### src/hw/rtl/char_cell_dirty_tracker_unit_macros.svh
// Assertion macros for the tracker RTL.
`ifndef CHAR_CELL_DIRTY_TRACKER_UNIT_MACROS_SVH
`define CHAR_CELL_DIRTY_TRACKER_UNIT_MACROS_SVH
`ifndef ASSERT_OFF
// Same-cycle implication, checked outside reset.
`define ASSERT_IMPLIES(label, clk, rst_n, ante, cons, msg) \
	label: assert property (@(posedge clk) disable iff (!rst_n) (ante) |-> (cons)) \
		else $error(msg);
// Next-cycle implication, checked outside reset.
`define ASSERT_NEXT(label, clk, rst_n, ante, cons, msg) \
	label: assert property (@(posedge clk) disable iff (!rst_n) (ante) |=> (cons)) \
		else $error(msg);
`else
`define ASSERT_IMPLIES(label, clk, rst_n, ante, cons, msg)
`define ASSERT_NEXT(label, clk, rst_n, ante, cons, msg)
`endif
`endif

### src/hw/rtl/cct_pkg.sv
package cct_pkg;

	// Default geometry and cell width.
	localparam int COLS_DEF      = 32;
	localparam int ROWS_DEF      = 16;
	localparam int CELL_BITS_DEF = 8;

	// Fixed field widths of the transactions.
	localparam int MODE_W = 3;
	localparam int COL_W  = 5;
	localparam int ROW_W  = 4;
	localparam int VAL_W  = 8;

	typedef enum logic [MODE_W-1:0] {
		MODE_WRITE   = 3'd0,
		MODE_READ    = 3'd1,
		MODE_CUR_ON  = 3'd2,
		MODE_CUR_OFF = 3'd3,
		MODE_MOVE    = 3'd4,
		MODE_RESTART = 3'd5,
		MODE_NEXT    = 3'd6,
		MODE_CLEAR   = 3'd7
	} mode_t;

	typedef enum logic [3:0] {
		ST_CLEAR,
		ST_IDLE,
		ST_DECODE,
		ST_FETCH,
		ST_UPDATE,
		ST_MARK_RD,
		ST_MARK_WR,
		ST_SCAN_RD,
		ST_SCAN_CHK,
		ST_DONE
	} state_t;

	// Commands from the controller to the datapath.
	typedef struct packed {
		logic clr_wr;
		logic accept;
		logic tgt_cursor;
		logic tgt_cmd;
		logic cell_wr;
		logic mark_wr;
		logic unmark_wr;
		logic cursor_set;
		logic cursor_clr;
		logic cursor_move;
		logic scan_restart;
		logic scan_start;
		logic scan_sel;
		logic scan_step;
		logic clear_all;
		logic out_load;
	} ctl_t;

	// Status from the datapath to the controller.
	typedef struct packed {
		mode_t mode;
		logic  clr_last;
		logic  cmd_on;
		logic  cursor_on_scr;
		logic  cursor_en;
		logic  cell_diff;
		logic  scan_hit;
		logic  scan_last;
	} sts_t;

endpackage

### src/hw/rtl/cct_ctrl.sv
module cct_ctrl import cct_pkg::*; (
	input  logic clk,
	input  logic arst_n,
	input  logic in_valid,
	output logic in_ready,
	output logic out_valid,
	input  logic out_ready,
	output ctl_t ctl,
	input  sts_t sts
);

	state_t state_q, state_d;
	logic   pend_q, pend_d;
	logic   out_valid_q;

	always_ff @(posedge clk or negedge arst_n) begin
		if (!arst_n) begin
			state_q     <= ST_CLEAR;
			pend_q      <= 1'b0;
			out_valid_q <= 1'b0;
		end else begin
			state_q <= state_d;
			pend_q  <= pend_d;
			if (ctl.out_load) begin
				out_valid_q <= 1'b1;
			end else if (out_ready) begin
				out_valid_q <= 1'b0;
			end
		end
	end

	assign in_ready  = (state_q == ST_IDLE);
	assign out_valid = out_valid_q;

	always_comb begin
		state_d = state_q;
		pend_d  = pend_q;
		ctl     = '0;
		unique case (state_q)
			ST_CLEAR: begin
				ctl.clr_wr = 1'b1;
				if (sts.clr_last) begin
					state_d = ST_IDLE;
				end
			end
			ST_IDLE: begin
				ctl.accept = in_valid;
				if (in_valid) begin
					state_d = ST_DECODE;
				end
			end
			ST_DECODE: begin
				pend_d = 1'b0;
				unique case (sts.mode) inside
					MODE_WRITE, MODE_READ: begin
						state_d = sts.cmd_on ? ST_FETCH : ST_DONE;
					end
					MODE_CUR_ON, MODE_CUR_OFF: begin
						ctl.cursor_set = (sts.mode == MODE_CUR_ON);
						ctl.cursor_clr = (sts.mode == MODE_CUR_OFF);
						ctl.tgt_cursor = 1'b1;
						state_d = sts.cursor_on_scr ? ST_MARK_RD : ST_DONE;
					end
					MODE_MOVE: begin
						ctl.cursor_move = 1'b1;
						state_d = ST_DONE;
						if (sts.cursor_en) begin
							if (sts.cursor_on_scr) begin
								// Old cell first, new cell after it.
								ctl.tgt_cursor = 1'b1;
								pend_d = 1'b1;
								state_d = ST_MARK_RD;
							end else if (sts.cmd_on) begin
								state_d = ST_MARK_RD;
							end
						end
					end
					MODE_RESTART: begin
						ctl.scan_restart = 1'b1;
						state_d = ST_DONE;
					end
					MODE_NEXT: begin
						ctl.scan_start = 1'b1;
						state_d = ST_SCAN_RD;
					end
					MODE_CLEAR: begin
						ctl.clear_all = 1'b1;
						state_d = ST_DONE;
					end
					default: begin
						state_d = ST_DONE;
					end
				endcase
			end
			ST_FETCH: begin
				state_d = ST_UPDATE;
			end
			ST_UPDATE: begin
				if (sts.mode == MODE_WRITE) begin
					ctl.cell_wr = sts.cell_diff;
					ctl.mark_wr = sts.cell_diff;
				end else begin
					ctl.unmark_wr = 1'b1;
				end
				state_d = ST_DONE;
			end
			ST_MARK_RD: begin
				state_d = ST_MARK_WR;
			end
			ST_MARK_WR: begin
				ctl.mark_wr = 1'b1;
				state_d = ST_DONE;
				if (pend_q) begin
					pend_d = 1'b0;
					ctl.tgt_cmd = 1'b1;
					state_d = sts.cmd_on ? ST_MARK_RD : ST_DONE;
				end
			end
			ST_SCAN_RD: begin
				ctl.scan_sel = 1'b1;
				state_d = ST_SCAN_CHK;
			end
			ST_SCAN_CHK: begin
				ctl.scan_step = 1'b1;
				state_d = (sts.scan_hit || sts.scan_last) ? ST_DONE : ST_SCAN_RD;
			end
			ST_DONE: begin
				if (!out_valid_q || out_ready) begin
					ctl.out_load = 1'b1;
					state_d = ST_IDLE;
				end
			end
			default: begin
				state_d = ST_IDLE;
			end
		endcase
	end

endmodule

### config.mk
export PLATFORM = sky130hd
export DESIGN_NAME = cct_ctrl
export DESIGN_NICKNAME = d
export VERILOG_FILES = /design/src/hw/rtl/char_cell_dirty_tracker_unit_macros.svh /design/src/hw/rtl/cct_pkg.sv /design/src/hw/rtl/cct_ctrl.sv
export SDC_FILE = /design/constraint.sdc
export NUM_CORES = 1
export LEC_CHECK = 0
export ABC_CLOCK_PERIOD_IN_PS = 1100
export BUFFER_PORTS_ARGS = -buffer_cell sky130_fd_sc_hd__clkbuf_2
export CAP_MARGIN = 40
export CORE_MARGIN = 2
export CORE_UTILIZATION = 39
export DETAILED_ROUTE_END_ITERATION = 6
export HOLD_SLACK_MARGIN = 0.06
export PLACE_DENSITY = 0.73
export SYNTH_ARGS = -nofsm -noshare
export SYNTH_HDL_FRONTEND = slang
export SYNTH_SLANG_ARGS = --single-unit
### constraint.sdc
create_clock -name clk -period 1.1 [get_ports clk]
set_input_delay 0.11 -clock clk [delete_from_list [all_inputs] [get_ports clk]]
set_output_delay 0.11 -clock clk [all_outputs]
set_load 0.01 [all_outputs]
==> results.cfg <==
[timing]
setup_violations = 22
finClkSkew_ps = 6.13
setup_ws_ps = -396
final.min_clock_period_ps = 1500
finalMaxSlewViolations = 0
fmax_mhz = 669
worstMarginPinSlew_ps = 294
fin_crit_sh_pct = 136
hold_viol_final = 0
slew_headroom_pct = 80.3
rsz0062_at_grt = yes

[synth]
synthesis.instances = 83
yosysTopAreaCell = dfrtp_1
yosys_warnings = 0
syn_area_um2 = 607
syn_avg_cell_area_um2 = 7.31
ys_ff_latch = 6
synth.distinct_cells = 36
syn-num-nets = 97
synth_area_leaders = dfrtp_1 (25%), nor2_1 (6.2%), nand2b_1 (5.2%), o21ai_0 (4.9%), nand2_1 (4.3%)
synth.top_cell.area_share_pct = 24.7
ys_seq_area_share_pct = 24.7

[finish]
final_nets = 156
fillerInstances = 95
seqCellArea_um2 = 154
area_growth_pct = 94.6
multi_input_area_um2 = 569
utilization_pct = 79.3
insertedDiodeCount = 0
layout-drive-gt1-share_pct = 65.7

[status]
violations = negative setup slack
status = finished, violations left

[critical_path]
max_stage_delay_ps = 420
r2r_slack_ps = -290
cp_slowest_cell = dfrtp_1
critPathTopFamily = simple AND/OR/NAND/NOR gates
crit_cells = 4
critPathBufInv = 1
r2r_cells = 6
crit_arrival_ps = 1390
worstSetupStartpointType = flip-flop
endpoint_kind = primary output
r2r_end = state_q[2]
crit_required_ps = 990
r2r-start = state_q[0]
crit_type = reg2out
crit_path_max_fanout = 5
cp_cell_sequence = and2b_4 -> nand3_4 -> nor3b_2 -> clkbuf_2

[clock_tree]
path_clk_slew_ps = 50
cts_tree = done
cts_sinks = 6
cts_max_level = 1
cts_inserted_buffers = 3
clock_latency_ps = 250
cts_buffer_depth = 2
cts_root_buf = clkbuf_4

[power_and_ir_drop]
ir_worst_vdd_v = 0.00150
total_power_mw = 2.50
leakage_nw = 0.543
powerDensity_nw_per_um2 = 2110

[routing]
viasPerCell = 5.58
wl_per_cell_um = 15.0
vias = 870
drtIter0Drc = 17
detail-route-antenna-nets = 0
drcViolationCount = 0
dr.pass1.iters = 5
drt_wl_total_um = 2340

[floorplanning]
die_y_um = 43.4
dieArea_um2 = 1890
num_rows = 14
num_io_pins = 32
initial_core_util_pct = 40.8
die_width_um = 43.4
coreArea_um2 = 1490

[min_path]
hp-class = in2reg
holdCritStartpoint = sts[1]
holdPathStages = 3
whs_endpoint = state_q[3]

[global_routing]
grt_pass1_vias = 770
grt_start_max_net_pins = 10
grt_use_total_pct = 24.1
grt-ovfl-total = 0
antenna_found_initial = 0
grt_pass1_wl_um = 3400

[job]
drv_cap = 0

[placement]
gp_congestion = 0.842
place_worst_setup_slack_ps = -214
io_buffers = 31
hpwl_um = 1480
worst max path at each step:
stage	start	to	slack, ps
after global routing	state_q[0]	ctl[7]	-480
after CTS	state_q[0]	ctl[7]	-360
after detailed placement	state_q[0]	state_q[2]	-210
after global placement	state_q[0]	ctl[7]	-190
final	state_q[0]	ctl[7]	-400
after floorplan	state_q[1]	state_q[2]	-120
routing by layer:
metal	track usage, %	vias to the layer above	part of all wire [%]
li1	-	417	-
met3	2.50	6	2.6
met1	30.8	422	45
met4	11.5	0	1.6
met5	0	-	0
met2	40.6	25	51
kinds of logic (layout without fill, tap and decap cells):
kind of cell           Yosys count  count (layout)  share of synthesized area [%]
and+or+nand+nor                 49              49                           45.2
buffers and inverters            7              64                           6.60
DFF                              6               6                           24.7
AOI/OAI and AO/OA               21              21                           23.5
area by class of cell:
type | count | share of cell area [%]
Clock buffer | 3 | 1.91
Tap cell | 16 | 1.69
Multi-Input combinational cell | 70 | 48.2
Inverter | 3 | 1.17
Sequential cell | 6 | 13.0
Timing Repair Buffer | 58 | 34.0
sequential cells by signal, summed over array words and instances, names as in the netlist:
signal / cells
state_q: 4
out_valid: 1
pend_q: 1
synthesized netlist by cell type:
library cell and count:
nor2_1 10, nand2_1 7, dfrtp_1 6, o21ai_0 6, nand2b_1 5, nor3_1 5
a21oi_1 4, inv_1 3, nand4_1 3, nor2b_1 3, nor4_1 3, buf_2 2
nand3_1 2, nor2b_2 2, a211o_1 1, a211oi_1 1, a21oi_2 1, a221oi_1 1
a22oi_1 1, a311o_1 1, and2_1 1, and2b_4 1, and3_1 1, buf_4 1
buf_6 1, nand2_2 1, nand2b_2 1, nor3b_1 1, nor3b_2 1, o2111ai_1 1
o211a_1 1, o211ai_1 1, o21ai_1 1, o32a_1 1, or2_1 1, or3_1 1
per-stage QoR:
stage          instances  instance area [um^2]  TNS, ps  hold WS, ps
6_report             156                  1180    -6460         95.5
5_1_grt              156                  1180    -7810          108
4_1_cts              153                  1100    -5840          135
3_5_place_dp         143                   926    -2370        -53.9
3_3_place_gp         143                   926    -2000        -54.3
2_1_floorplan         83                   639     -877         -186
what timing repair did:
action                                  CTS  global route
endpoints found under the setup margin   22            22
endpoints found under the hold margin     7             0
hold buffers                              2             0
gates resized for setup                  23            30
pin swaps                                 7            10
buffers inserted                          5             4
power breakdown:
part	internal [mW]	total, mW	switching, mW
combinational	0.908	1.80	0.895
clock	0.124	0.219	0.0944
sequential	0.323	0.474	0.151
total	1.36	2.50	1.14
worst register-to-register path: stages (launching register included):
cell and delay (ps):
dfrtp_1 420, buf_4 150, buf_6 110, inv_4 50, or2_1 110, a21oi_2 60, or3_4 370
layout by cell type, fill, tap and decap left out, drive strengths merged, types with 2 or more instances in the layout:
cell type / instances
a21oi: 5
buf: 39
clkbuf: 20
dfrtp: 6
dlygate4sd3: 2
inv: 3
nand2: 8
nand2b: 6
nand3: 2
nand4: 3
nor2: 10
nor2b: 5
nor3: 5
nor3b: 2
nor4: 3
o21ai: 7
Note: power is estimated with default switching activity, not from simulation.
