**config.mk**
```make
export PLATFORM = sky130hd
export DESIGN_NAME = cct_dp
export DESIGN_NICKNAME = d
export VERILOG_FILES = /design/src/hw/rtl/char_cell_dirty_tracker_unit_macros.svh /design/src/hw/rtl/cct_pkg.sv /design/src/hw/rtl/cct_dp.sv
export SDC_FILE = /design/constraint.sdc
export NUM_CORES = 2
export LEC_CHECK = 0
export ABC_AREA = 0
export BUFFER_PORTS_ARGS = -buffer_cell sky130_fd_sc_hd__buf_2
export CAP_MARGIN = 20
export CELL_PAD_IN_SITES_DETAIL_PLACEMENT = 1
export CELL_PAD_IN_SITES_GLOBAL_PLACEMENT = 1
export CORE_MARGIN = 10
export CORE_UTILIZATION = 30
export CTS_CLUSTER_DIAMETER = 40
export DETAILED_ROUTE_END_ITERATION = 6
export PLACE_DENSITY = 0.46
export SETUP_SLACK_MARGIN = 0.4
export SYNTH_ARGS = -nofsm -noshare
export SYNTH_HDL_FRONTEND = slang
export SYNTH_MEMORY_MAX_BITS = 65536
export SYNTH_SLANG_ARGS = --single-unit
```
**constraint.sdc**
```tcl
create_clock -name clk -period 20.5 [get_ports clk]
set_input_delay 1.025 -clock clk [delete_from_list [all_inputs] [get_ports clk]]
set_output_delay 1.025 -clock clk [all_outputs]
set_load 0.05 [all_outputs]
```
**src/hw/rtl/char_cell_dirty_tracker_unit_macros.svh**
```systemverilog
// Assertion macros for the tracker RTL.
`ifndef CHAR_CELL_DIRTY_TRACKER_UNIT_MACROS_SVH
`define CHAR_CELL_DIRTY_TRACKER_UNIT_MACROS_SVH
`ifndef ASSERT_OFF
// Same-cycle implication, checked outside reset.
`define ASSERT_IMPLIES(label, clk, rst_n, ante, cons, msg) \
	label: assert property (@(posedge clk) disable iff (!rst_n) (ante) |-> (cons)) \
		else $error(msg);
// Next-cycle implication, checked outside reset.
`define ASSERT_NEXT(label, clk, rst_n, ante, cons, msg) \
	label: assert property (@(posedge clk) disable iff (!rst_n) (ante) |=> (cons)) \
		else $error(msg);
`else
`define ASSERT_IMPLIES(label, clk, rst_n, ante, cons, msg)
`define ASSERT_NEXT(label, clk, rst_n, ante, cons, msg)
`endif
`endif

```
**src/hw/rtl/cct_pkg.sv**
```systemverilog
package cct_pkg;

	// Default geometry and cell width.
	localparam int COLS_DEF      = 32;
	localparam int ROWS_DEF      = 16;
	localparam int CELL_BITS_DEF = 8;

	// Fixed field widths of the transactions.
	localparam int MODE_W = 3;
	localparam int COL_W  = 5;
	localparam int ROW_W  = 4;
	localparam int VAL_W  = 8;

	typedef enum logic [MODE_W-1:0] {
		MODE_WRITE   = 3'd0,
		MODE_READ    = 3'd1,
		MODE_CUR_ON  = 3'd2,
		MODE_CUR_OFF = 3'd3,
		MODE_MOVE    = 3'd4,
		MODE_RESTART = 3'd5,
		MODE_NEXT    = 3'd6,
		MODE_CLEAR   = 3'd7
	} mode_t;

	typedef enum logic [3:0] {
		ST_CLEAR,
		ST_IDLE,
		ST_DECODE,
		ST_FETCH,
		ST_UPDATE,
		ST_MARK_RD,
		ST_MARK_WR,
		ST_SCAN_RD,
		ST_SCAN_CHK,
		ST_DONE
	} state_t;

	// Commands from the controller to the datapath.
	typedef struct packed {
		logic clr_wr;
		logic accept;
		logic tgt_cursor;
		logic tgt_cmd;
		logic cell_wr;
		logic mark_wr;
		logic unmark_wr;
		logic cursor_set;
		logic cursor_clr;
		logic cursor_move;
		logic scan_restart;
		logic scan_start;
		logic scan_sel;
		logic scan_step;
		logic clear_all;
		logic out_load;
	} ctl_t;

	// Status from the datapath to the controller.
	typedef struct packed {
		mode_t mode;
		logic  clr_last;
		logic  cmd_on;
		logic  cursor_on_scr;
		logic  cursor_en;
		logic  cell_diff;
		logic  scan_hit;
		logic  scan_last;
	} sts_t;

endpackage

```
**src/hw/rtl/cct_dp.sv**
```systemverilog
module cct_dp import cct_pkg::*; #(
	parameter int COLS      = COLS_DEF,
	parameter int ROWS      = ROWS_DEF,
	parameter int CELL_BITS = CELL_BITS_DEF
) (
	input  logic              clk,
	input  logic              arst_n,
	input  ctl_t              ctl,
	output sts_t              sts,
	input  logic [MODE_W-1:0] mode,
	input  logic [COL_W-1:0]  col,
	input  logic [ROW_W-1:0]  row,
	input  logic [VAL_W-1:0]  cell_value,
	output logic [VAL_W-1:0]  read_value,
	output logic              found,
	output logic [COL_W-1:0]  dirty_col,
	output logic [ROW_W-1:0]  dirty_row
);

	localparam int CELLS = COLS * ROWS;
	localparam int CW    = $clog2(COLS);
	localparam int RW    = $clog2(ROWS);
	localparam int AW    = $clog2(CELLS);

	// Stores
	logic [CELL_BITS-1:0] cell_mem [CELLS];
	logic [COLS-1:0]      dirty_mem [ROWS];
	logic [ROWS-1:0]      row_vld_q;

	// Latched command and current target cell
	mode_t            mode_q;
	logic [COL_W-1:0] col_q, tgt_col_q, cursor_col_q;
	logic [ROW_W-1:0] row_q, tgt_row_q, cursor_row_q;
	logic [VAL_W-1:0] val_q;
	logic             cursor_en_q;

	logic [AW-1:0]        clr_cnt_q;
	logic [CELL_BITS-1:0] cell_rd_q;
	logic [COLS-1:0]      dirty_rd_q;
	logic                 dirty_rd_vld_q;

	logic [RW-1:0] scan_row_q, walk_row_q;
	logic [CW-1:0] scan_col_q;
	logic          first_q;

	logic [VAL_W-1:0] rd_val_q;
	logic             found_q;
	logic [CW-1:0]    fcol_q;
	logic [RW-1:0]    frow_q;

	logic [VAL_W-1:0] out_rd_q;
	logic             out_found_q;
	logic [COL_W-1:0] out_col_q;
	logic [ROW_W-1:0] out_row_q;

	logic [CW-1:0]        tgt_col_idx, hit_col;
	logic [RW-1:0]        tgt_row_idx, dirty_rd_addr;
	logic [AW-1:0]        tgt_idx, cell_wr_addr;
	logic [CELL_BITS-1:0] cell_wr_data;
	logic [COLS-1:0]      tgt_bit, row_cur, row_new, scan_bits;
	logic                 hit;

	assign tgt_col_idx = CW'(tgt_col_q);
	assign tgt_row_idx = RW'(tgt_row_q);
	assign tgt_idx     = AW'(int'(tgt_row_idx) * COLS + int'(tgt_col_idx));

	assign cell_wr_addr  = ctl.clr_wr ? clr_cnt_q : tgt_idx;
	assign cell_wr_data  = ctl.clr_wr ? '0 : CELL_BITS'(val_q);
	assign dirty_rd_addr = ctl.scan_sel ? walk_row_q : tgt_row_idx;

	always_comb begin
		tgt_bit = '0;
		tgt_bit[tgt_col_idx] = 1'b1;
	end

	// A row that has not been written since the last clear reads as clean.
	assign row_cur = dirty_rd_vld_q ? dirty_rd_q : '0;
	assign row_new = ctl.unmark_wr ? (row_cur & ~tgt_bit) : (row_cur | tgt_bit);

	// Lowest dirty column in the fetched row, from the scan column on the first row.
	always_comb begin
		hit     = 1'b0;
		hit_col = '0;
		for (int j = 0; j < COLS; j++) begin
			scan_bits[j] = row_cur[j] && (!first_q || (CW'(j) >= scan_col_q));
		end
		for (int j = COLS - 1; j >= 0; j--) begin
			if (scan_bits[j]) begin
				hit     = 1'b1;
				hit_col = CW'(j);
			end
		end
	end

	always_ff @(posedge clk) begin
		if (ctl.clr_wr || ctl.cell_wr) begin
			cell_mem[cell_wr_addr] <= cell_wr_data;
		end
		cell_rd_q <= cell_mem[tgt_idx];
	end

	always_ff @(posedge clk) begin
		if (ctl.mark_wr || ctl.unmark_wr) begin
			dirty_mem[tgt_row_idx] <= row_new;
		end
		dirty_rd_q     <= dirty_mem[dirty_rd_addr];
		dirty_rd_vld_q <= row_vld_q[dirty_rd_addr];
	end

	always_ff @(posedge clk or negedge arst_n) begin
		if (!arst_n) begin
			row_vld_q    <= '0;
			clr_cnt_q    <= '0;
			cursor_en_q  <= 1'b0;
			cursor_col_q <= '0;
			cursor_row_q <= '0;
			scan_row_q   <= '0;
			scan_col_q   <= '0;
		end else begin
			if (ctl.clr_wr) begin
				clr_cnt_q <= clr_cnt_q + AW'(1);
			end
			if (ctl.clear_all) begin
				row_vld_q <= '0;
			end else if (ctl.mark_wr || ctl.unmark_wr) begin
				row_vld_q[tgt_row_idx] <= 1'b1;
			end
			if (ctl.cursor_set) begin
				cursor_en_q <= 1'b1;
			end else if (ctl.cursor_clr) begin
				cursor_en_q <= 1'b0;
			end
			if (ctl.cursor_move) begin
				cursor_col_q <= col_q;
				cursor_row_q <= row_q;
			end
			if (ctl.scan_restart) begin
				scan_row_q <= '0;
				scan_col_q <= '0;
			end else if (ctl.scan_step && hit) begin
				scan_row_q <= walk_row_q;
				scan_col_q <= hit_col;
			end
		end
	end

	always_ff @(posedge clk) begin
		if (ctl.accept) begin
			mode_q    <= mode_t'(mode);
			col_q     <= col;
			row_q     <= row;
			val_q     <= cell_value;
			tgt_col_q <= col;
			tgt_row_q <= row;
			rd_val_q  <= '0;
			found_q   <= 1'b0;
			fcol_q    <= '0;
			frow_q    <= '0;
		end else if (ctl.tgt_cursor) begin
			tgt_col_q <= cursor_col_q;
			tgt_row_q <= cursor_row_q;
		end else if (ctl.tgt_cmd) begin
			tgt_col_q <= col_q;
			tgt_row_q <= row_q;
		end
		if (ctl.unmark_wr) begin
			rd_val_q <= VAL_W'(cell_rd_q);
		end
		if (ctl.scan_start) begin
			walk_row_q <= scan_row_q;
			first_q    <= 1'b1;
		end else if (ctl.scan_step) begin
			if (hit) begin
				found_q <= 1'b1;
				fcol_q  <= hit_col;
				frow_q  <= walk_row_q;
			end else begin
				walk_row_q <= walk_row_q + RW'(1);
				first_q    <= 1'b0;
			end
		end
		if (ctl.out_load) begin
			out_rd_q    <= rd_val_q;
			out_found_q <= found_q;
			out_col_q   <= COL_W'(fcol_q);
			out_row_q   <= ROW_W'(frow_q);
		end
	end

	assign sts.mode          = mode_q;
	assign sts.clr_last      = (clr_cnt_q == AW'(CELLS - 1));
	assign sts.cmd_on        = (9'(col_q) < 9'(COLS)) && (9'(row_q) < 9'(ROWS));
	assign sts.cursor_on_scr = (9'(cursor_col_q) < 9'(COLS)) && (9'(cursor_row_q) < 9'(ROWS));
	assign sts.cursor_en     = cursor_en_q;
	assign sts.cell_diff     = (cell_rd_q != CELL_BITS'(val_q));
	assign sts.scan_hit      = hit;
	assign sts.scan_last     = (walk_row_q == RW'(ROWS - 1));

	assign read_value = out_rd_q;
	assign found      = out_found_q;
	assign dirty_col  = out_col_q;
	assign dirty_row  = out_row_q;

endmodule

```
==> results.json <==
{
  "drtAntennaViolNets": 0,
  "fin_worst_hold_slack_ps": 145,
  "design.final.nets": 9875,
  "standby_leakage_power_nw": 71.6,
  "crit_path_frequent_cell": "sky130_fd_sc_hd__buf_4",
  "worst-path-max-fanout": 79,
  "drive_gt1_share_pct": 25.2,
  "avgViaCountPerCell": 5.26,
  "placement.io_buffers": 63,
  "drtIter0Drc": 10200,
  "dieArea_mm2": 0.645,
  "hold_path_class": "input port to flop",
  "layout.cells.most_common_list": "sky130_fd_sc_hd__edfxtp_1 (4,667), sky130_fd_sc_hd__mux4_2 (792), sky130_fd_sc_hd__clkbuf_16 (771), sky130_fd_sc_hd__mux2i_1 (701), sky130_fd_sc_hd__nor2_1 (614)",
  "critical_path.slowest_cell": "sky130_fd_sc_hd__edfxtp_1",
  "yosysSeqAreaShare_pct": 77.3,
  "status": "complete, no violations",
  "finalMaxSlewViolations": 0,
  "netlist-cell-type-count": 88,
  "clock_skew_ps": 105,
  "critPathLaunchType": "flop",
  "tritoncts": "yes",
  "synth_top_area_share_pct": 76.2,
  "powerDensity_mw_per_mm2": 121,
  "placement_rows": 287,
  "worst_slew_margin_rel_pct": 22.8,
  "synthesis.instances": 9168,
  "post-dp-hpwl_mm": 385,
  "drt-wirelength-per-cell_um": 34.1,
  "synth_area_per_cell_um2": 20.1,
  "yosysWarningCount": 0,
  "irDropWorstVdd_mv": 0.112,
  "cpPeakStageDelay_ps": 900,
  "final_min_period_ps": 7960,
  "floorplan.die.height_um": 803,
  "gp_congestion": 0.791,
  "initial_core_utilization_pct": 30.1,
  "area_delta_synth_final_pct": 20.8,
  "timing.final.setup_violations": 0,
  "syn-cell-area_mm2": 0.184,
  "cts_buffers": 764,
  "post-cts-setup-buffer-count": 0,
  "first_global_vias": 103000,
  "finalSetupTns_ps": 0,
  "synth_edf_count": 4667,
  "fill_cells": 59200,
  "cp_data_arrival_time_ps": 8940,
  "fin_crit_sh_pct": 38.8,
  "worst_slew_pin_slew_ps": 1150,
  "hold_path_depth": 2,
  "rr_worst_depth": 12,
  "floorplan.core_area_mm2": 0.611,
  "max-clock-path-buffers": 4,
  "critical_path_required_ps": 21480,
  "yosys.area.top_type": "sky130_fd_sc_hd__edfxtp_1",
  "clock_sinks": 4763,
  "cts_root_buffer": "sky130_fd_sc_hd__clkbuf_16",
  "io-pin-count": 66,
  "yosys_most_used_dff": "sky130_fd_sc_hd__edfxtp_1",
  "die_w_um": 803,
  "timing.fmax_mhz": 126,
  "gr-total-overflow": 0,
  "crit_path_end_kind": "flop",
  "globalRouteTotalUtil_pct": 19.1,
  "cts-htree-levels": 6,
  "antenna_violations_before_repair": 56,
  "cap_violations": 0,
  "post_synthesis_async_set_or_reset_flop_share_pct": 0.924,
  "postSynthRegisterBits": 4763,
  "path_clk_slew_ps": 50,
  "finalHoldViolCount": 0,
  "grt_pass1_wl_mm": 873,
  "rsz_0062_raised_after_global_routing": "false",
  "clock_latency_ps": 1130,
  "largest_net_degree_at_the_start_of_global_routing": 170,
  "final_common_cell": "sky130_fd_sc_hd__edfxtp_1",
  "timing.critical_path.cells": "buf_4, buf_12, buf_4, buf_4, buf_4, buf_4, mux4_2, a22oi_1, nand4_1, a22oi_1, o21ai_0, a211o_1",
  "critical_path_class": "flop to flop",
  "firstDrtPassIters": 6,
  "vias": 97800,
  "drt-total-wl_mm": 635,
  "drc": 0,
  "synth.top_cells.by_area": "sky130_fd_sc_hd__edfxtp_1 (76%), sky130_fd_sc_hd__mux4_2 (9.7%), sky130_fd_sc_hd__mux2i_1 (3.8%), sky130_fd_sc_hd__nor2_1 (1.3%), sky130_fd_sc_hd__a22oi_1 (1.2%)"
}
sequential cells by signal, summed over array words and instances, names as in the netlist, 4 cells and up:
signal / cells
val_q: 8
walk_row_q: 4
cursor_col_q: 5
cursor_row_q: 4
clr_cnt_q: 9
frow_q: 4
fcol_q: 5
scan_col_q: 5
scan_row_q: 4
col_q: 5
read_value: 8
dirty_rd_q: 32
dirty_mem: 512
dirty_col: 5
cell_rd_q: 8
row_vld_q: 16
dirty_row: 4
row_q: 4
tgt_col_idx: 5
tgt_row_idx: 4
cell_mem: 4096
rd_val_q: 8
per-layer routing:
metal / global-route usage (%) / up-vias / wire (um)
met2: 31.3 / 3239 / 302000
met5: 0 / - / 31
met4: 4.78 / 6 / 16700
li1: - / 39700 / -
met3: 3.28 / 910 / 38000
met1: 26.4 / 54000 / 279000
cells in the mapped netlist (25+ instances only):
cell                          n
sky130_fd_sc_hd__a211oi_1    48
sky130_fd_sc_hd__a21oi_1     60
sky130_fd_sc_hd__a22oi_1    304
sky130_fd_sc_hd__a31oi_1     54
sky130_fd_sc_hd__and2_1      51
sky130_fd_sc_hd__buf_1       69
sky130_fd_sc_hd__buf_2      204
sky130_fd_sc_hd__buf_4       46
sky130_fd_sc_hd__buf_6       38
sky130_fd_sc_hd__clkbuf_1   211
sky130_fd_sc_hd__dfrtp_1     44
sky130_fd_sc_hd__dfxtp_1     52
sky130_fd_sc_hd__edfxtp_1  4667
sky130_fd_sc_hd__mux2_2      25
sky130_fd_sc_hd__mux2i_1    705
sky130_fd_sc_hd__mux4_1      27
sky130_fd_sc_hd__mux4_2     792
sky130_fd_sc_hd__nand2_1    216
sky130_fd_sc_hd__nand3_1     41
sky130_fd_sc_hd__nand4_1     69
sky130_fd_sc_hd__nor2_1     627
sky130_fd_sc_hd__nor3_1      30
sky130_fd_sc_hd__nor4_1      77
sky130_fd_sc_hd__o211ai_1    29
sky130_fd_sc_hd__o21ai_0     62
sky130_fd_sc_hd__o22ai_1    330
logic make-up after synthesis:
| logic type | share of synthesized area (%) |
|---|---|
| flip-flops | 77.3 |
| multiplexers | 14.1 |
| AND/OR/NAND/NOR | 2.90 |
| XOR/XNOR | 0.0809 |
| adder cells (fa/ha/maj) | 0.0204 |
| AO/OA/AOI/OAI | 3.93 |
| other | 0.00204 |
| buffers and inverters | 1.68 |
cell type report:
cell class / count / area [um2] / share of cell area [%]
Sequential cell: 4763 / 142000 / 64.0
Multi-Input combinational cell: 3804 / 39200 / 17.6
Clock buffer: 850 / 19700 / 8.85
Tap cell: 8092 / 10100 / 4.55
Clock inverter: 579 / 7150 / 3.22
Timing Repair Buffer: 480 / 3810 / 1.71
Inverter: 21 / 78.8 / 0.0355
Antenna cell: 16 / 40.0 / 0.0180
stage by stage:
step | power (mW) | cell area, um2 | setup WS [ps] | util [%] | std cells
floorplan | 12.7 | 184000 | 3770 | - | 9169
global placement | 13.8 | 195000 | 12280 | 31.9 | 17100
detailed placement | 13.8 | 195000 | 12230 | 31.9 | 17100
CTS | 27.2 | 222000 | 12200 | 36.3 | 18600
global route | 27.8 | 222000 | 11870 | 36.4 | 18600
finish | 27.0 | 222000 | 12540 | 36.4 | 18600
power breakdown:
group	internal (mW)	switching [mW]	total, mW	leakage [nW]
clock	8.38	4.97	13.4	12.8
combinational	0.750	1.78	2.53	15.1
sequential	10.9	0.140	11.1	43.7
timing repair:
action                                 4_1_cts  5_1_grt
hold buffers                                17        0
endpoints found under the hold margin       53        0
setup endpoints to repair                    0        0
resized for setup                            0        0
worst paths after layout:
check                                           from                        end  slack [ps]
hold reg to reg            rd_val_q[1]$_SDFFCE_PN0P_    read_value[1]$_DFFE_PP_         420
setup / recovery            tgt_col_idx[0]$_DFFE_PP_       cell_rd_q[5]$_DFF_P_       12540
min in group asynchronous                     arst_n  scan_row_q[1]$_DFFE_PN0P_         570
max in group asynchronous                     arst_n   clr_cnt_q[6]$_DFFE_PN0P_       19290
hold / removal                                ctl[2]  scan_col_q[4]$_DFFE_PN0P_         140
setup reg to reg            tgt_col_idx[0]$_DFFE_PP_       cell_rd_q[5]$_DFF_P_       12540
worst max-delay path: cells and delay by family, from the launching register on:
family / cells / cell delay (ps)
multiplexers: 1 / 590
flip-flops: 1 / 900
buffers and inverters: 6 / 3920
AO/OA/AOI/OAI: 4 / 1990
AND/OR/NAND/NOR: 1 / 250
Note: power is estimated with default switching activity, not from simulation.
